[src/sv/ring_buffer_index_manager_with_peek_top_defines.svh]
// Assertion macros shared by the ring buffer index manager modules
`ifndef RING_BUFFER_INDEX_MANAGER_WITH_PEEK_TOP_DEFINES_SVH
`define RING_BUFFER_INDEX_MANAGER_WITH_PEEK_TOP_DEFINES_SVH
`ifndef ASSERT_OFF
`define RBIM_ASSERT(lbl, prop, msg) \
	lbl: assert property (@(posedge clk) disable iff (!arst_n) (prop)) else $error(msg);
`define RBIM_ASSERT_NEXT(lbl, ante, cons, msg) \
	lbl: assert property (@(posedge clk) disable iff (!arst_n) (ante) |=> (cons)) \
		else $error(msg);
`else
`define RBIM_ASSERT(lbl, prop, msg)
`define RBIM_ASSERT_NEXT(lbl, ante, cons, msg)
`endif
`endif

[src/sv/rbim_pkg.sv]
// Shared types, constants and helpers of the ring buffer index manager
`timescale 1ns / 1ps
package rbim_pkg;

	localparam int unsigned MAX_SLOTS_DEF = 1024;

	localparam int unsigned MODE_W  = 3;
	localparam int unsigned REQ_W   = 16;
	localparam int unsigned CAP_W   = 11;
	localparam int unsigned IDX_W   = 10;
	localparam int unsigned OCNT_W  = 11;
	localparam int unsigned ADDR_W  = 3;
	localparam int unsigned DATA_W  = 32;
	localparam int unsigned S_TDATA_W = 24;
	localparam int unsigned M_TDATA_W = 48;

	localparam logic [CAP_W-1:0] CAPACITY_RST = CAP_W'(1024);

	// register indexes on the configuration port
	localparam logic REG_CAPACITY   = 1'b0;
	localparam logic REG_START_FULL = 1'b1;

	typedef enum logic [MODE_W-1:0] {
		OP_PUSH_ONE = 3'd0,
		OP_POP_ONE  = 3'd1,
		OP_PUSH_RUN = 3'd2,
		OP_POP_RUN  = 3'd3,
		OP_PEEK_ONE = 3'd4,
		OP_REWIND   = 3'd5,
		OP_COMMIT   = 3'd6,
		OP_PEEK_RUN = 3'd7
	} op_t;

	// commands from the controller to the datapath
	typedef struct packed {
		logic exec;
		logic init;
	} cmd_t;

	// result item, ok in the lowest bit
	typedef struct packed {
		logic [OCNT_W-1:0] peekable_count;
		logic [OCNT_W-1:0] fill_count;
		logic [OCNT_W-1:0] granted_count;
		logic [IDX_W-1:0]  slot_index;
		logic              ok;
	} res_t;

	// clamp a programmed capacity into 1..max_slots
	function automatic int unsigned eff_cap(logic [CAP_W-1:0] c, int unsigned max_slots);
		int unsigned v;
		v = (c == '0) ? 1 : int'(c);
		if (v > max_slots) begin
			v = max_slots;
		end
		return v;
	endfunction

endpackage

[src/sv/rbim_cfg.sv]
// Configuration registers and reinitialisation request of the index manager
`timescale 1ns / 1ps
module rbim_cfg #(
	parameter int unsigned MAX_SLOTS = rbim_pkg::MAX_SLOTS_DEF,
	localparam int unsigned CNT_W = $clog2(MAX_SLOTS + 1)
) (
	input  logic                         clk,
	input  logic                         arst_n,
	input  logic                         psel,
	input  logic                         penable,
	input  logic                         pwrite,
	input  logic [rbim_pkg::ADDR_W-1:0]  paddr,
	input  logic [rbim_pkg::DATA_W-1:0]  pwdata,
	output logic [rbim_pkg::DATA_W-1:0]  prdata,
	output logic [CNT_W-1:0]             cap,
	output logic [CNT_W-1:0]             init_fill,
	output logic                         init
);

	logic [rbim_pkg::CAP_W-1:0] capacity_q;
	logic                       start_full_q;
	logic                       reg_sel;
	logic [rbim_pkg::CAP_W-1:0] cap_new;
	logic                       sf_new;

	assign reg_sel = paddr[2];
	assign init    = psel & penable & pwrite;

	// take the written value over the held one for the new fill
	always_comb begin
		cap_new = capacity_q;
		sf_new  = start_full_q;
		unique case (reg_sel)
			rbim_pkg::REG_CAPACITY:   cap_new = pwdata[rbim_pkg::CAP_W-1:0];
			rbim_pkg::REG_START_FULL: sf_new  = pwdata[0];
			default: ;
		endcase
	end

	assign cap       = CNT_W'(rbim_pkg::eff_cap(capacity_q, MAX_SLOTS));
	assign init_fill = sf_new ? CNT_W'(rbim_pkg::eff_cap(cap_new, MAX_SLOTS)) : '0;

	// hold the registers
	always_ff @(posedge clk or negedge arst_n) begin
		if (!arst_n) begin
			capacity_q   <= rbim_pkg::CAPACITY_RST;
			start_full_q <= 1'b0;
		end else if (init) begin
			capacity_q   <= cap_new;
			start_full_q <= sf_new;
		end
	end

	// read back
	always_comb begin
		prdata = '0;
		unique case (reg_sel)
			rbim_pkg::REG_CAPACITY:   prdata = rbim_pkg::DATA_W'(capacity_q);
			rbim_pkg::REG_START_FULL: prdata = rbim_pkg::DATA_W'(start_full_q);
			default: ;
		endcase
	end

endmodule

[src/sv/rbim_ctrl.sv]
// Controller: accept items and hold the output register's occupancy
`timescale 1ns / 1ps
`include "ring_buffer_index_manager_with_peek_top_defines.svh"
module rbim_ctrl (
	input  logic           clk,
	input  logic           arst_n,
	input  logic           s_tvalid,
	output logic           s_tready,
	output logic           m_tvalid,
	input  logic           m_tready,
	input  logic           cfg_init,
	output rbim_pkg::cmd_t cmd
);

	typedef enum logic {
		ST_EMPTY,
		ST_HOLD
	} state_t;

	state_t state_q;
	logic   accept;

	// take a new item whenever the output register frees up this cycle
	assign s_tready = (state_q == ST_EMPTY) || m_tready;
	assign accept   = s_tvalid && s_tready;
	assign m_tvalid = (state_q == ST_HOLD);

	assign cmd.exec = accept;
	assign cmd.init = cfg_init;

	always_ff @(posedge clk or negedge arst_n) begin
		if (!arst_n) begin
			state_q <= ST_EMPTY;
		end else begin
			unique case (state_q)
				ST_EMPTY: begin
					if (accept) begin
						state_q <= ST_HOLD;
					end
				end
				ST_HOLD: begin
					if (!accept && m_tready) begin
						state_q <= ST_EMPTY;
					end
				end
				default: state_q <= ST_EMPTY;
			endcase
		end
	end

	`RBIM_ASSERT_NEXT(a_accept_gives_result, accept, m_tvalid, "accepted item gave no result")
	`RBIM_ASSERT(a_ready_only_on_stall, !s_tready || !(m_tvalid && !m_tready),
		"input ready while result stalls")
	`RBIM_ASSERT_NEXT(a_drain, m_tvalid && m_tready && !accept, !m_tvalid,
		"result shown twice")

endmodule

[src/sv/rbim_dp.sv]
// Datapath: positions, counts and the result register of the index manager
`timescale 1ns / 1ps
`include "ring_buffer_index_manager_with_peek_top_defines.svh"
module rbim_dp #(
	parameter int unsigned MAX_SLOTS = rbim_pkg::MAX_SLOTS_DEF,
	localparam int unsigned CNT_W = $clog2(MAX_SLOTS + 1),
	localparam int unsigned POS_W = (MAX_SLOTS > 1) ? $clog2(MAX_SLOTS) : 1
) (
	input  logic                        clk,
	input  logic                        arst_n,
	input  rbim_pkg::cmd_t              cmd,
	input  logic [rbim_pkg::MODE_W-1:0] mode,
	input  logic [rbim_pkg::REQ_W-1:0]  request_count,
	input  logic [CNT_W-1:0]            cap,
	input  logic [CNT_W-1:0]            init_fill,
	output rbim_pkg::res_t              res
);

	rbim_pkg::op_t op;

	logic [POS_W-1:0] wp_q, rp_q, pp_q;
	logic [CNT_W-1:0] fill_q, peeked_q;

	logic [POS_W-1:0] pos, wp_d, rp_d, pp_d, npos;
	logic [CNT_W-1:0] fill_d, peeked_d;
	logic [CNT_W-1:0] limit, room, run_n, n, pos_ext, sum;
	logic [rbim_pkg::REQ_W-1:0] req_room;
	logic             is_run, blocked;
	rbim_pkg::res_t   res_d;
	rbim_pkg::res_t   res_q;

	assign op = rbim_pkg::op_t'(mode);

	// select the position and headroom the operation works against
	always_comb begin
		pos    = pp_q;
		limit  = '0;
		is_run = 1'b0;
		case (op) inside
			rbim_pkg::OP_PUSH_ONE, rbim_pkg::OP_PUSH_RUN: begin
				pos   = wp_q;
				limit = cap - fill_q;
			end
			rbim_pkg::OP_POP_ONE, rbim_pkg::OP_POP_RUN: begin
				pos   = rp_q;
				limit = fill_q;
			end
			rbim_pkg::OP_PEEK_ONE, rbim_pkg::OP_PEEK_RUN: begin
				pos   = pp_q;
				limit = fill_q - peeked_q;
			end
			default: ;
		endcase
		case (op) inside
			rbim_pkg::OP_PUSH_RUN, rbim_pkg::OP_POP_RUN, rbim_pkg::OP_PEEK_RUN: is_run = 1'b1;
			default: is_run = 1'b0;
		endcase
	end

	// grant up to the wrap point and the headroom, then advance with wrap
	always_comb begin
		pos_ext  = CNT_W'(pos);
		room     = cap - pos_ext;
		req_room = (rbim_pkg::REQ_W'(room) < request_count) ?
			rbim_pkg::REQ_W'(room) : request_count;
		run_n    = (CNT_W'(req_room) < limit) ? CNT_W'(req_room) : limit;
		n        = is_run ? run_n : CNT_W'(1);
		blocked  = (limit == '0);
		sum      = pos_ext + n;
		npos     = (sum >= cap) ? '0 : POS_W'(sum);
	end

	// next state and result
	always_comb begin
		wp_d     = wp_q;
		rp_d     = rp_q;
		pp_d     = pp_q;
		fill_d   = fill_q;
		peeked_d = peeked_q;
		res_d.ok            = 1'b0;
		res_d.slot_index    = '0;
		res_d.granted_count = '0;
		case (op) inside
			rbim_pkg::OP_PUSH_ONE, rbim_pkg::OP_PUSH_RUN: begin
				if (!blocked) begin
					res_d.ok            = 1'b1;
					res_d.slot_index    = rbim_pkg::IDX_W'(pos);
					res_d.granted_count = rbim_pkg::OCNT_W'(n);
					wp_d                = npos;
					fill_d              = fill_q + n;
				end
			end
			rbim_pkg::OP_POP_ONE, rbim_pkg::OP_POP_RUN: begin
				if (!blocked) begin
					res_d.ok            = 1'b1;
					res_d.slot_index    = rbim_pkg::IDX_W'(pos);
					res_d.granted_count = rbim_pkg::OCNT_W'(n);
					rp_d                = npos;
					pp_d                = npos;
					fill_d              = fill_q - n;
					peeked_d            = '0;
				end
			end
			rbim_pkg::OP_PEEK_ONE, rbim_pkg::OP_PEEK_RUN: begin
				if (!blocked) begin
					res_d.ok            = 1'b1;
					res_d.slot_index    = rbim_pkg::IDX_W'(pos);
					res_d.granted_count = rbim_pkg::OCNT_W'(n);
					pp_d                = npos;
					peeked_d            = peeked_q + n;
				end
			end
			rbim_pkg::OP_REWIND: begin
				res_d.ok = 1'b1;
				pp_d     = rp_q;
				peeked_d = '0;
			end
			default: begin
				// commit what was peeked
				res_d.ok            = 1'b1;
				res_d.granted_count = rbim_pkg::OCNT_W'(peeked_q);
				rp_d                = pp_q;
				fill_d              = fill_q - peeked_q;
				peeked_d            = '0;
			end
		endcase
		res_d.fill_count     = rbim_pkg::OCNT_W'(fill_d);
		res_d.peekable_count = rbim_pkg::OCNT_W'(fill_d - peeked_d);
	end

	// hold the state; reinitialise on a configuration write
	always_ff @(posedge clk or negedge arst_n) begin
		if (!arst_n) begin
			wp_q     <= '0;
			rp_q     <= '0;
			pp_q     <= '0;
			fill_q   <= '0;
			peeked_q <= '0;
		end else if (cmd.init) begin
			wp_q     <= '0;
			rp_q     <= '0;
			pp_q     <= '0;
			fill_q   <= init_fill;
			peeked_q <= '0;
		end else if (cmd.exec) begin
			wp_q     <= wp_d;
			rp_q     <= rp_d;
			pp_q     <= pp_d;
			fill_q   <= fill_d;
			peeked_q <= peeked_d;
		end
	end

	// load the result register
	always_ff @(posedge clk) begin
		if (cmd.exec) begin
			res_q <= res_d;
		end
	end

	assign res = res_q;

	`RBIM_ASSERT(a_fill_in_cap, fill_q <= cap, "fill exceeds capacity")
	`RBIM_ASSERT(a_peeked_in_fill, peeked_q <= fill_q, "peeked exceeds fill")
	`RBIM_ASSERT(a_wp_in_cap, CNT_W'(wp_q) < cap, "write position beyond capacity")

endmodule

[src/sv/ring_buffer_index_manager_with_peek_top.sv]
// Top level of the ring buffer index manager with peek
`timescale 1ns / 1ps
// Hands out slot indices of a circular buffer; no data passes through it.
// Input channel s_*: one item asks for push, pop, peek, rewind or commit,
// single or as a run. Output channel m_*: one result item per input item,
// giving ok, the first slot, the granted count and both occupancy counts.
// Run requests are cut at the wrap point and at the available headroom.
// The result is registered and valid in the cycle after the item is accepted.
// Throughput: one item per cycle while results are taken; the state update
// and the result are worked out combinationally from the held positions and counts.
// A stalled result is held in the output register; a new item is still
// taken in the cycle the held result is taken, otherwise input waits.
// Reset: positions and counts cleared, capacity 1024, start empty.
// An APB write to either register reinitialises the positions, filling
// the buffer when start_full is set; write only while no item is open.
module ring_buffer_index_manager_with_peek_top #(
	parameter int unsigned MAX_SLOTS = rbim_pkg::MAX_SLOTS_DEF
) (
	input  logic                           clk,
	input  logic                           arst_n,
	input  logic                           s_tvalid,
	output logic                           s_tready,
	// [2:0] mode, [18:3] request_count
	input  logic [rbim_pkg::S_TDATA_W-1:0] s_tdata,
	output logic                           m_tvalid,
	input  logic                           m_tready,
	// [0] ok, [10:1] slot_index, [21:11] granted_count,
	// [32:22] fill_count, [43:33] peekable_count
	output logic [rbim_pkg::M_TDATA_W-1:0] m_tdata,
	input  logic                           psel,
	input  logic                           penable,
	input  logic                           pwrite,
	input  logic [rbim_pkg::ADDR_W-1:0]    paddr,
	input  logic [rbim_pkg::DATA_W-1:0]    pwdata,
	output logic [rbim_pkg::DATA_W-1:0]    prdata,
	output logic                           pready
);

	localparam int unsigned CNT_W = $clog2(MAX_SLOTS + 1);

	logic [CNT_W-1:0] cap, init_fill;
	logic             cfg_init;
	rbim_pkg::cmd_t   cmd;
	rbim_pkg::res_t   res;

	assign pready = 1'b1;

	rbim_cfg #(.MAX_SLOTS(MAX_SLOTS)) u_cfg (
		.clk       (clk),
		.arst_n    (arst_n),
		.psel      (psel),
		.penable   (penable),
		.pwrite    (pwrite),
		.paddr     (paddr),
		.pwdata    (pwdata),
		.prdata    (prdata),
		.cap       (cap),
		.init_fill (init_fill),
		.init      (cfg_init)
	);

	rbim_ctrl u_ctrl (
		.clk      (clk),
		.arst_n   (arst_n),
		.s_tvalid (s_tvalid),
		.s_tready (s_tready),
		.m_tvalid (m_tvalid),
		.m_tready (m_tready),
		.cfg_init (cfg_init),
		.cmd      (cmd)
	);

	rbim_dp #(.MAX_SLOTS(MAX_SLOTS)) u_dp (
		.clk           (clk),
		.arst_n        (arst_n),
		.cmd           (cmd),
		.mode          (s_tdata[rbim_pkg::MODE_W-1:0]),
		.request_count (s_tdata[rbim_pkg::MODE_W +: rbim_pkg::REQ_W]),
		.cap           (cap),
		.init_fill     (init_fill),
		.res           (res)
	);

	// pad the result to whole bytes
	assign m_tdata = rbim_pkg::M_TDATA_W'(res);

endmodule

[config.mk]
export PLATFORM = sky130hd
export DESIGN_NAME = ring_buffer_index_manager_with_peek_top
export DESIGN_NICKNAME = d
export VERILOG_FILES = /design/src/sv/rbim_pkg.sv /design/src/sv/rbim_cfg.sv /design/src/sv/rbim_ctrl.sv /design/src/sv/rbim_dp.sv /design/src/sv/ring_buffer_index_manager_with_peek_top.sv
export VERILOG_INCLUDE_DIRS = /design/src /design/src/sv
export SDC_FILE = /design/constraint.sdc
export NUM_CORES = 1
export LEC_CHECK = 0
export ABC_AREA = 1
export BUFFER_PORTS_ARGS = -buffer_cell sky130_fd_sc_hd__buf_2
export CORE_MARGIN = 2
export CORE_UTILIZATION = 59
export DETAILED_ROUTE_END_ITERATION = 8
export PLACE_DENSITY = 0.82
export SETUP_SLACK_MARGIN = 0.15
export SLEW_MARGIN = 40
export SYNTH_ARGS = -nofsm -noshare
export SYNTH_HDL_FRONTEND = slang
export SYNTH_SLANG_ARGS = --single-unit
[constraint.sdc]
create_clock -name clk -period 10.98 [get_ports clk]
set_input_delay 0 -clock clk [delete_from_list [all_inputs] [get_ports clk]]
set_output_delay 0 -clock clk [all_outputs]
set_load 0.05 [all_outputs]
# After elaboration in Yosys (flattened, before gate mapping)
# Index checks and enable logic that the tools add are counted.
# totals
word_cells,120
inputBits,66
out_inout_bits,83
register_bits,109
# classes
n_eq_ne,10
n_reduce_logical,17
n_lt_le_gt_ge,5
add_sub_neg,8
bitwise,4
n_mux,63
# ops
op,n
two-way mux 11 bit,31
two-way mux 10 bit,22
> comparator 32 x 11 -> 1 bit (second input constant),2
one-hot mux 32 bit (2 select lines),1
subtractor 11 bit,4
logical NOT 11 bit,3
adder 11 bit,2
two-way mux 22 bit,1
less-than comparator 11 x 16 -> 1 bit,1
adder 10 x 11 -> 11 bit,1
greater-or-equal comparator 11 bit,1
less-than comparator 11 bit,1
subtractor 11 x 10 -> 11 bit,1
equality test 3 bit (second input constant),3
two-way mux 1 bit,7
equality test 3 x 2 -> 1 bit (second input constant),2
!= test 3 bit (second input constant),2
OR reduction 2 bit,3
!= test 2 bit (second input constant),2
AND reduction 4 bit,1
nonzero test 2 bit,2
equality test 3 x 1 -> 1 bit (second input constant),1
logical NOT 3 bit,1
AND reduction 3 bit,1
other kinds (8),11

# Logic depth before layout (Yosys ltp)
# Gate-level depths: netlist (run 1).
# depth
ltp_word,19
mapped_depth,65
mapped_depth_nobuf,62

# By module
# From an unflattened synthesis (run 1), not the netlist that was laid out.
# hier_totals
hier_cells,1554
hier_area_um2,10993.0
# by_module_without_submodules
module,seq_area_each_um2,area_each_um2,n_inst,cells_per_inst
rbim_dp,2622.5,9818.2,1,1360
rbim_cfg,301.5,1069.8,1,179
rbim_ctrl,25.0,60.1,1,8
ring_buffer_index_manager_with_peek_top,0.0,45.0,1,7

# Worst setup path after synthesis (run 1)
# No wires, ideal clock.
# synth_timing
path_kind,in2reg
startpoint,input s_tdata[0] in the netlist's numbering
endpoint,"register u_dp.res_q (netlist bit u_dp.res[43]), data pin"
required_ns,10.728
arrival_ns,8.775
path_slack_ns,1.953
path_buffers,3
setup_time_ns,0.252
cell_stages,63
cell_sequence,nor2_2 -> inv_2 -> buf_1 -> clkbuf_1 -> o22ai_1 -> a21oi_1 -> inv_1 -> ha_1 -> nand2_1 -> o21ai_0 -> a21oi_1 -> o21bai_1 -> a21oi_1 -> o21ai_0 -> nand2_1 -> nand2_1 -> a21oi_1 -> xor2_1 -> [27 not listed] -> nand2_1 -> ha_1 -> a21oi_1 -> o21ai_0 -> a21oi_1 -> inv_1 -> a21oi_1 -> o21ai_0 -> a21oi_1 -> inv_1 -> a21oi_1 -> inv_1 -> a21oi_1 -> inv_1 -> nand2_1 -> nand2_1 -> nand2_1 -> nand2_1
# synth_rtl
item,line_no,text
"start, declared",ring_buffer_index_manager_with_peek_top.sv:24,"input logic [rbim_pkg::S_TDATA_W-1:0] s_tdata,"
"end signal, assigned",rbim_dp.sv:157,res_q <= res_d;
"end, declared",rbim_dp.sv:30,rbim_pkg::res_t res_q;

# Final worst setup path (run 1)
# layout_timing
startpoint,register u_cfg.capacity_q[2] in the netlist's numbering
endpoint,register u_dp.pp_q[2]
# layout_between
elab_chain_len,19
word_cells_on_any_way,22
classes_between,add/sub: 3; order compare: 4; mux: 13; reduce/logical: 2
# layout_rtl
item,line_no,text
"start, declared",rbim_cfg.sv:20,logic [rbim_pkg::CAP_W-1:0] capacity_q;
"start signal, assigned",rbim_cfg.sv:46,capacity_q <= rbim_pkg::CAPACITY_RST;
"start signal, assigned",rbim_cfg.sv:49,capacity_q <= cap_new;
logical NOT 11 bit,rbim_pkg.sv:52,v = (c == '0) ? 1 : int'(c);
two-way mux 11 bit *,rbim_pkg.sv:52,
> comparator 32 x 11 -> 1 bit,rbim_pkg.sv:53,if (v > max_slots) begin
two-way mux 11 bit *,rbim_pkg.sv:53,
subtractor 11 x 10 -> 11 bit,rbim_dp.sv:63,room = cap - pos_ext;
less-than comparator 11 x 16 -> 1 bit,rbim_dp.sv:64,req_room = (rbim_pkg::REQ_W'(room) < request_count) ?
two-way mux 11 bit,rbim_dp.sv:64,
less-than comparator 11 bit,rbim_dp.sv:66,run_n = (CNT_W'(req_room) < limit) ? CNT_W'(req_room) : limit;
[2 not listed],n/a,
adder 10 x 11 -> 11 bit,rbim_dp.sv:69,sum = pos_ext + n;
greater-or-equal comparator 11 bit,rbim_dp.sv:70,npos = (sum >= cap) ? '0 : POS_W'(sum);
two-way mux 10 bit,rbim_dp.sv:70,
two-way mux 10 bit *,"rbim_dp.sv:94, rbim_dp.sv:105",
two-way mux 10 bit,rbim_dp.sv:83,case (op) inside
two-way mux 10 bit * (2 in series),rbim_dp.sv:83,
two-way mux 10 bit *,rbim_dp.sv:145,end else if (cmd.exec) begin
two-way mux 10 bit *,rbim_dp.sv:139,end else if (cmd.init) begin
"end signal, assigned",rbim_dp.sv:148,pp_q <= pp_d;
"end, declared",rbim_dp.sv:21,"logic [POS_W-1:0] wp_q, rp_q, pp_q;"
# Mark *: on every way between the ends. The rest lies on a longest branch, timed or not. The select of a mux whose other input is x is not followed.
# A chain may end at the register's enable or synchronous reset.

==> metrics.md, run 1 <==
| Metric | Value |
|---|---|
| Endpoints failing hold | `0` |
| Mux share of post-synthesis cell area | `0.000944` |
| Clock latency on the worst-skew pair | `0.37 ns` |
| Fraction of layout cells with a size suffix above 1 | `0.115` |
| Final setup vio count | `0` |
| Number of stages on the worst setup path | `57` |
| Delay-heaviest family, CP | `compound AO/OA/AOI/OAI gates` |
| Slowest Stage Delay on Critical Path | `0.42 ns` |
| Final WL | `between 30000 and 40000 µm` |
| Area added between synthesis and finish | `9.11%` |
| Width of the chip | `roughly 140 µm` |
| Ys async rst share | `0.596` |
| Origin of the worst setup path | `u_cfg.capacity_q[2]` |
| Register area share after synthesis | `0.278` |
| Final Skew | `0.0157 ns` |
| Yosys warning total | `0` |
| TritonCTS Buffers | `9` |
| Achievable clock frequency | `between 0.1 and 0.15 GHz` |
| Adder-cell share of the synthesized area | `0.147` |
| Kind of end point of the critical path | `flop` |
| Number of buffers on the longest clock path | `2` |
| Final Slew Violations | `0` |
| Wire per inst | `17.5 µm` |
| Wire length of the first global-routing pass | `50000 µm` |
| Antenna diode count | `0` |
| Count of input and output buffers | `94` |
| Post-synthesis xor/xnor area fraction | `0.0388` |
| Cell with the largest stage delay on the worst path | `sky130_fd_sc_hd__dfrtp_1` |
| Final TNS setup | `0 ns` |
| GRT Overall Usage | `0.325` |
| Status | `finished, final reports clean` |
| Time the worst path needs with I/O delays and setup | `9.86 ns` |
| Final #Nets | `1742` |
| Maximum capacitance violations | `0` |
| Required time of the critical path | `11.21 ns` |
| Main combinational cell family by area after synthesis | `simple AND/OR/NAND/NOR gates` |
| Slew at the pin closest to its max-slew limit | `0.780 ns` |
| Drc violations | `0` |
| Buf/Inv on CP | `9` |
| Worst Hold Class | `input pin to flop` |
| Setup repair after global routing missed its margin | `false` |
| Fill count | `1561` |
| Remaining global-route overflow | `0` |
| Mapped Cells | `1476` |
| Library cell used as clock root buffer | `sky130_fd_sc_hd__clkbuf_16` |
| Origin of the critical flop-to-flop path | `u_cfg.capacity_q[2]` |
| Worst slew margin | `0.480` |
| Starting DRC count in detailed routing | `1064` |
| Floorplan die area | `19100 µm²` |
| Core area | `17800 µm²` |
| Average size of a mapped cell | `7.19 µm²` |
| Die H | `between 100 and 150 µm` |
| Tcrit/Tclk final | `0.898` |
| Maximum number of pins on one net before global-route repair | `66` |
| Ys flop type | `sky130_fd_sc_hd__dfrtp_1` |
| TritonCTS clock tree | `yes` |
| Starting utilization of the core area | `0.597` |
| Initial antenna violation count | `0` |
| Worst r2r path cells | `between 50 and 60` |
| Total standard cell area after synthesis | `~11000 µm²` |
| Worst Hold Launch | `pwdata[9]` |
| Count of different cell masters after synthesis | `62` |
| Final weighted congestion in routability-driven placement | `0.977` |
| Via density | `slightly below 6` |
| Min-Delay Path Depth | `3` |
| Detailed-router iteration count before antenna repair | `6` |
| Critical Path Start Type | `flop` |
| Overall via count from detail_route | `around 11000` |
| Count of antenna-violating nets left after detailed routing | `0` |
| Post-detail-place hpwl | `23800 µm` |
| Number of flops mapped to enable cells by yosys | `44` |
| Seq cells post-synth | `109` |
| Worst-path fanout max | `13` |
| Arrival time worst endpoint | `10.09 ns` |
| Clock Sinks | `109` |
| Maximum level of the CTS H-tree | `3` |
| Post-CTS clock slew at the launch and capture registers of the worst setup and hold paths | `0.08 ns` |
| Number of rows in the core area | `just under 50` |
| Kind of critical path | `flop to flop` |
| Top-level I/O count | `149` |
| Share of the synthesized area in compound gates (AO/OA/AOI/OAI) | `0.202` |
| Via count of the first global-routing pass | `9888` |
| Synthesized-area fraction occupied by and/or/nand/nor cells | `0.212` |
## synth_stat cells, drive strengths merged (13+ instances only)
library cell | n | area share
o211ai | 13 | 0.0097
o21ai | 132 | 0.063
xor2 | 40 | 0.033
o22ai | 39 | 0.024
nand3 | 59 | 0.030
nor2 | 118 | 0.043
buf | 42 | 0.028
or2 | 16 | 0.0094
dfrtp | 64 | 0.15
ha | 112 | 0.13
clkbuf | 29 | 0.010
a21oi | 105 | 0.051
edfxtp | 44 | 0.12
nand2 | 305 | 0.11
inv | 231 | 0.082
## layout by cell type, fill, tap and decap left out, drive strengths merged, types with 8 or more instances in the layout
master  Yosys  routed
a21oi     105     105
a31oi      10      10
buf        42     111
clkbuf     29       9
conb        2      26
dfrtp      64      64
edfxtp     44      44
fa          8       8
ha        112     112
inv       231     233
nand2     305     305
nand3      59      59
nand4      12      12
nor2      118     118
nor3       12      12
o211ai     13      13
o21ai     132     132
o21bai      9       9
o22ai      39      39
o32ai       8       8
or2        16      16
xor2       40      40
## metal layers
layer | GRT usage | vias to the layer above | share of wire
met1 | 0.423 | 4810 | 0.40
li1 | - | 5061 | -
met3 | 0.0551 | 105 | 0.091
met2 | 0.523 | 581 | 0.46
met4 | 0.168 | 0 | 0.049
met5 | 0 | - | 0
## area by class of cell
type                            instances  area, µm²  area share
Multi-Input combinational cell       1088       6500       0.562
Timing Repair Buffer                  116        652      0.0563
Sequential cell                       109       2950       0.255
Tap cell                              229        287      0.0248
Inverter                              232        877      0.0758
Clock inverter                          7       83.8     0.00724
Clock buffer                            9        225      0.0195
## flip-flops by register name (all words and copies together), names as in the netlist
signal,cells
u_cfg.capacity_q,11
u_cfg.start_full_q,1
u_ctrl.m_tvalid,1
u_dp.fill_q,11
u_dp.peeked_q,11
u_dp.pp_q,10
u_dp.res,44
u_dp.rp_q,10
u_dp.wp_q,10
## cells by family after synthesis
logic type / after synthesis
xor+xnor: 47
mux: 1
compound gates: 362
simple gates: 532
fa+ha+maj: 120
buf+inv: 303
flops: 109
other cells: 2
## worst min-delay path: stages
cell and delay [ns]:
sky130_fd_sc_hd__buf_2 0.08, sky130_fd_sc_hd__o21ai_0 0.10, sky130_fd_sc_hd__o21ai_0 0.15
## what timing repair did
item                                    CTS  global route
endpoints found under the hold margin    67             0
endpoints found under the setup margin    0            36
setup buffers                             0             3
hold buffers                              5             0
resized for setup                         0            13
## path summary, 6_finish.rpt
check | slack [ns] | to
min in group asynchronous | 0.25 | u_dp.rp_q[3]
max in group asynchronous | 10.24 | u_dp.peeked_q[8]
setup / recovery | 1.12 | u_dp.pp_q[2]
hold reg to reg | 0.52 | u_cfg.capacity_q[8]
hold / removal | 0.01 | u_cfg.capacity_q[9]
setup reg to reg | 1.12 | u_dp.pp_q[2]
## metrics by stage
| step | utilization | instances | worst slack (ns) | cell area, µm² | hold slack, ns |
|---|---|---|---|---|---|
| after floorplan | - | 1500 | 1.95 | 10700 | -0.296 |
| after global placement | 0.627 | 1766 | 0.813 | 11200 | 0.203 |
| after detailed placement | 0.628 | 1766 | 0.530 | 11200 | 0.140 |
| after CTS | 0.648 | 1787 | 0.539 | 11500 | 0.0127 |
| after global routing | 0.651 | 1790 | 0.167 | 11600 | 0.0267 |
| final | 0.651 | 1790 | 1.12 | 11600 | 0.0113 |
Power of run 1 is not shown: default switching activity piles up to over one toggle a cycle in this logic, so the estimate is an artifact.
==> run 2: changes to the inputs <==
--- a/config.mk
+++ b/config.mk
@@ -8,10 +8,10 @@
 export LEC_CHECK = 0
 export ABC_AREA = 1
 export BUFFER_PORTS_ARGS = -buffer_cell sky130_fd_sc_hd__buf_2
-export CORE_MARGIN = 2
+export CORE_MARGIN = 4
 export CORE_UTILIZATION = 59
 export DETAILED_ROUTE_END_ITERATION = 8
-export PLACE_DENSITY = 0.82
+export PLACE_DENSITY = 0.91
 export SETUP_SLACK_MARGIN = 0.15
 export SLEW_MARGIN = 40
 export SYNTH_ARGS = -nofsm -noshare
==> run 2 against run 1 <==
Compared with the run above: hold slack lost 0.0052 ns; first-iteration DRC count grew 6.4%; non-clock buffer count shrank 5; critical path depth grew 1; routed wire length grew 2.2%; flip-flop and latch count is the same; global-route usage shrank 1.1 points; die area grew 5.9%; clock skew shrank 0.0040 ns; fmax grew 1.2%; largest cell class unchanged.
==> metrics.md, run 2 (same netlist as run 1, synthesis figures left out) <==
| Metric | Value |
|---|---|
| Worst Hold Class | `input pin to flop` |
| GRT Overall Usage | `0.314` |
| Starting utilization of the core area | `0.607` |
| Origin of the critical flop-to-flop path | `u_cfg.capacity_q[2]` |
| Floorplan die area | `20200 µm²` |
| Placement-stage worst setup slack | `0.706 ns` |
| Final weighted congestion in routability-driven placement | `0.984` |
| Setup slack of the critical path after layout | `1.24 ns` |
| Kind of critical path | `flop to flop` |
| Area added between synthesis and finish | `8.44%` |
| Most frequent cell on the critical path | `sky130_fd_sc_hd__nand2_1` |
| Area of the multi-input gates | `6490 µm²` |
| Remaining global-route overflow | `0` |
| Maximum level of the CTS H-tree | `3` |
| Library cell used as clock root buffer | `sky130_fd_sc_hd__clkbuf_16` |
| Post-detail-place hpwl | `~24000 µm` |
| Clock latency on the worst-skew pair | `0.37 ns` |
| Number of rows in the core area | `between 40 and 50` |
| Most common cell after layout, fill and taps aside | `sky130_fd_sc_hd__nand2_1` |
| # Post-CTS Setup Buffers | `0` |
| Count of input and output buffers | `94` |
| Fill count | `around 1500` |
| Wire per inst | `between 15 and 20 µm` |
| Final #Nets | `1737` |
| Drc violations | `0` |
| Number of buffers on the longest clock path | `2` |
| Reg2reg setup slack | `about 1.2 ns` |
| Via count of the first global-routing pass | `between 9000 and 10000` |
| Initial antenna violation count | `0` |
| Overall via count from detail_route | `between 10000 and 15000` |
| Worst-path fanout max | `19` |
| Die H | `142 µm` |
| Worst slew margin | `0.496` |
| Top-level I/O count | `149` |
| Status | `finished, final reports clean` |
| Antenna diode count | `0` |
| Maximum capacitance violations | `0` |
| Post-CTS clock slew at the launch and capture registers of the worst setup and hold paths | `0.08 ns` |
| R2R Path End | `u_dp.res[43]` |
| Arrival time worst endpoint | `9.88 ns` |
| Slowest Stage Delay on Critical Path | `0.41 ns` |
| Final Slew Violations | `0` |
| Min-Delay Path Depth | `3` |
| Endpoints failing hold | `0` |
| End point of the worst hold path | `u_cfg.capacity_q[9]` |
| TritonCTS clock tree | `yes` |
| Number of stages on the worst setup path | `58` |
| Width of the chip | `142 µm` |
| Fraction of layout cells with a size suffix above 1 | `0.111` |
| Core area | `17500 µm²` |
| TritonCTS Buffers | `9` |
| Required time of the critical path | `about 11 ns` |
| Tcrit/Tclk final | `0.887` |
| Final setup vio count | `0` |
| Time the worst path needs with I/O delays and setup | `9.74 ns` |
| Most frequent cells in the layout | `sky130_fd_sc_hd__nand2_1 (299), sky130_fd_sc_hd__inv_1 (220), sky130_fd_sc_hd__nor2_1 (114)` |
| Buf/Inv on CP | `10` |
| Final TNS setup | `0 ns` |
| Final WL | `32100 µm` |
| Worst Hold Launch | `pwdata[9]` |
| Final Skew | `about 0.012 ns` |
| Starting DRC count in detailed routing | `1132` |
| Flip-flop count of the largest register, all copies and words added | `44` |
| Setup repair after global routing missed its margin | `false` |
| Storage element area | `2950 µm²` |
| Kind of end point of the critical path | `flop` |
| Via density | `5.98` |
| Achievable clock frequency | `about 0.10 GHz` |
| Slew at the pin closest to its max-slew limit | `0.756 ns` |
| Maximum number of pins on one net before global-route repair | `66` |
| Detailed-router iteration count before antenna repair | `6` |
| Cell with the largest stage delay on the worst path | `sky130_fd_sc_hd__dfrtp_1` |
| Delay-heaviest family, CP | `compound AO/OA/AOI/OAI gates` |
| Clock Sinks | `around 110` |
| Wire length of the first global-routing pass | `roughly 50000 µm` |
| Worst r2r path cells | `58` |
| Critical Path Start Type | `flop` |
| Count of antenna-violating nets left after detailed routing | `0` |
-- run 2: worst max-delay path by stage --
stage / startpoint / endpoint / slack [ns]
2_1_floorplan: s_tdata[0] / u_dp.res[43] / 1.95
3_3_place_gp: s_tdata[2] / u_dp.res[43] / 1.07
3_5_place_dp: s_tdata[2] / u_dp.res[43] / 0.71
4_1_cts: u_cfg.capacity_q[2] / u_dp.res[43] / 0.72
5_1_grt: u_cfg.capacity_q[2] / u_dp.pp_q[2] / 0.18
6_report: u_cfg.capacity_q[2] / u_dp.res[43] / 1.24
-- run 2: worst register-to-register path, delay by kind of cell, from the launching register on --
| family | cells | cell delay (ns) |
|---|---|---|
| and+or+nand+nor | 22 | 2.83 |
| AOI/OAI and AO/OA | 20 | 3.33 |
| DFF | 1 | 0.41 |
| buffers and inverters | 10 | 1.02 |
| xor gates and xnor gates | 1 | 0.30 |
| adders and majority gates | 5 | 1.61 |
-- run 2: cell type report --
cell class                 count  area share
inverter                     232      0.0765
multi-input combinational   1088       0.564
timing repair buffer         111      0.0534
tap                          225      0.0245
clock inverter                 7     0.00587
sequential                   109       0.256
clock buffer                   9      0.0196
-- run 2: timing repair --
action / CTS / global route
hold endpoints to repair: 67 / 0
gates resized for setup: 0 / 9
hold buffers: 5 / 0
endpoints found under the setup margin: 0 / 33
-- run 2: routing by layer --
layer,vias up,part of all wire,track usage
li1,5059,-,-
met1,4880,0.39,0.401
met2,594,0.46,0.516
met3,125,0.097,0.0575
met4,0,0.051,0.150
met5,-,0,0
-- run 2: through the flow --
step / utilization / instance area, µm² / hold WS [ns] / cells
2_1_floorplan: - / 10700 / -0.296 / 1500
3_3_place_gp: 0.637 / 11100 / 0.199 / 1760
3_5_place_dp: 0.638 / 11100 / 0.140 / 1760
4_1_cts: 0.657 / 11500 / 0.00157 / 1781
5_1_grt: 0.658 / 11500 / 0.0375 / 1781
6_report: 0.658 / 11500 / 0.00611 / 1781
Power of run 2 is left out for the same reason.
==> run 3: changes to the inputs <==
--- a/config.mk
+++ b/config.mk
@@ -8,10 +8,11 @@
 export LEC_CHECK = 0
 export ABC_AREA = 1
 export BUFFER_PORTS_ARGS = -buffer_cell sky130_fd_sc_hd__buf_2
+export CORE_ASPECT_RATIO = 0.7
 export CORE_MARGIN = 4
-export CORE_UTILIZATION = 59
+export CORE_UTILIZATION = 40
 export DETAILED_ROUTE_END_ITERATION = 8
-export PLACE_DENSITY = 0.91
+export PLACE_DENSITY = 0.68
 export SETUP_SLACK_MARGIN = 0.15
 export SLEW_MARGIN = 40
 export SYNTH_ARGS = -nofsm -noshare
==> run 3 against run 2 <==
Compared with the run above: register-to-register slack worse by 0.16 ns; sequential share of layout area is 0.56 points lower; critical path type unchanged; core utilization is 20 points lower; die area is 45% higher; worst setup slack worse by 0.16 ns; clock skew is 0.0023 ns higher; fmax is 1.6% lower; final cell count is 7.9% higher; non-clock buffer count is 8 higher; cell area is 2.2% higher.
==> metrics.md, run 3 (same netlist as run 1, synthesis figures left out) <==
| Metric | Value |
|---|---|
| Status | `finished, final reports clean` |
| Worst Hold Class | `input pin to flop` |
| Most frequent cell on the critical path | `sky130_fd_sc_hd__nand2_1` |
| TritonCTS Buffers | `9` |
| Kind of end point of the critical path | `flop` |
| Core area | `25900 µm²` |
| Drc violations | `0` |
| Floorplan die area | `about 29000 µm²` |
| Wire per inst | `17.8 µm` |
| Tcrit/Tclk final | `0.901` |
| Most frequent cells in the layout | `sky130_fd_sc_hd__nand2_1 (301), sky130_fd_sc_hd__inv_1 (220), sky130_fd_sc_hd__nor2_1 (114)` |
| Number of rows in the core area | `49` |
| Via density | `5.39` |
| Post-CTS clock slew at the launch and capture registers of the worst setup and hold paths | `0.07 ns` |
| Origin of the worst setup path | `u_cfg.capacity_q[2]` |
| Area of the multi-input gates | `6480 µm²` |
| Final Skew | `0.0141 ns` |
| Worst r2r path cells | `59` |
| Starting DRC count in detailed routing | `1180` |
| Final TNS setup | `0 ns` |
| Fill count | `about 2700` |
| End point of the worst hold path | `u_cfg.capacity_q[1]` |
| Clock Sinks | `109` |
| Fraction of layout cells with a size suffix above 1 | `0.114` |
| Critical Path Start Type | `flop` |
| Detailed-router iteration count before antenna repair | `6` |
| GRT Overall Usage | `0.229` |
| Setup slack of the critical path after layout | `1.08 ns` |
| Storage element area | `around 2900 µm²` |
| Starting utilization of the core area | `0.410` |
| Maximum number of pins on one net before global-route repair | `66` |
| Achievable clock frequency | `roughly 0.1 GHz` |
| Time the worst path needs with I/O delays and setup | `about 9.9 ns` |
| Final Slew Violations | `0` |
| Maximum capacitance violations | `0` |
| Final setup vio count | `0` |
| Reg2reg setup slack | `between 1 and 1.5 ns` |
| Slowest Stage Delay on Critical Path | `0.40 ns` |
| Placement-stage worst setup slack | `between 0.8 and 0.9 ns` |
| Remaining global-route overflow | `0` |
| Width of the chip | `roughly 200 µm` |
| Final #Nets | `1745` |
| Antenna diode count | `0` |
| Area added between synthesis and finish | `10.9%` |
| Overall via count from detail_route | `10400` |
| Top-level I/O count | `149` |
| Number of buffers on the longest clock path | `2` |
| Setup repair after global routing missed its margin | `false` |
| Wire length of the first global-routing pass | `52400 µm` |
| Min-Delay Path Depth | `3` |
| Maximum level of the CTS H-tree | `3` |
| Final WL | `34100 µm` |
| Required time of the critical path | `between 10 and 15 ns` |
| Kind of critical path | `flop to flop` |
| Post-detail-place hpwl | `26900 µm` |
| Slew at the pin closest to its max-slew limit | `approximately 0.86 ns` |
| Count of antenna-violating nets left after detailed routing | `0` |
| Origin of the critical flop-to-flop path | `u_cfg.capacity_q[2]` |
| Library cell used as clock root buffer | `sky130_fd_sc_hd__clkbuf_16` |
| Most common cell after layout, fill and taps aside | `sky130_fd_sc_hd__nand2_1` |
| # Post-CTS Setup Buffers | `0` |
| Worst-path fanout max | `19` |
| TritonCTS clock tree | `yes` |
| R2R Path End | `u_dp.pp_q[1]` |
| Die H | `144 µm` |
| Clock latency on the worst-skew pair | `0.37 ns` |
| Arrival time worst endpoint | `10.14 ns` |
| Via count of the first global-routing pass | `9373` |
| Worst slew margin | `0.424` |
| Count of input and output buffers | `94` |
| Cell with the largest stage delay on the worst path | `sky130_fd_sc_hd__dfrtp_1` |
| Worst Hold Launch | `pwdata[1]` |
| Endpoints failing hold | `0` |
| Final weighted congestion in routability-driven placement | `around 0.95` |
| Initial antenna violation count | `0` |
| Flip-flop count of the largest register, all copies and words added | `44` |
run 3: changes by cell type in the layout (fill, tap and decap cells not counted), sizes merged:
cell | previous run | this run
buf | 106 | 114
inv | 234 | 232
clkbuf | 9 | 14
clkinv | 3 | 2
clkinvlp | 2 | 0
run 3: worst max-delay path, delay by kind of cell (launching register included):
kind / cells / cell delay [ns]
AND/OR/NAND/NOR: 26 / 3.52
adder cells (fa/ha/maj): 5 / 1.38
buffers and inverters: 8 / 1.03
XOR/XNOR: 2 / 0.50
flip-flops: 1 / 0.40
AO/OA/AOI/OAI: 18 / 2.92
run 3: final cells by class:
class                   count  area share
multi-input cells        1088       0.551
flip-flops and latches    109       0.251
inverters                 232      0.0743
repair buffers            119      0.0573
well taps                 357      0.0380
clock buffers              14      0.0269
clock inverters             2     0.00149
run 3: worst max path at each step:
stage              endpoint  slack [ns]  cells after the start
2_1_floorplan  u_dp.res[43]        1.95                     63
3_3_place_gp   u_dp.pp_q[2]        1.06                     57
3_5_place_dp   u_dp.res[43]        0.82                     59
4_1_cts        u_dp.res[43]        0.94                     59
5_1_grt        u_dp.pp_q[1]        0.16                     57
6_report       u_dp.pp_q[1]        1.08                     59
run 3: metrics by stage:
step,hold WS (ns),utilization,cells,cell area (µm²)
after floorplan,-0.296,-,1500,10700
after global placement,0.197,0.439,1900,11400
after detailed placement,0.154,0.439,1900,11400
after CTS,0.0186,0.454,1921,11800
after global routing,0.0662,0.455,1921,11800
final,0.0289,0.455,1921,11800
run 3: routing by layer:
layer / vias up / routed length, µm / global-route usage
li1: 5071 / - / -
met3: 40 / 2540 / 0.0269
met4: 0 / 539 / 0.0546
met1: 4790 / 16400 / 0.347
met2: 454 / 14600 / 0.351
met5: - / 0 / 0
run 3: repair_timing:
action | in CTS | in global routing
resized for setup | 0 | 3
endpoints found under the setup margin | 0 | 30
hold buffers | 5 | 0
hold endpoints to repair | 67 | 0
Power of run 3 is left out for the same reason.
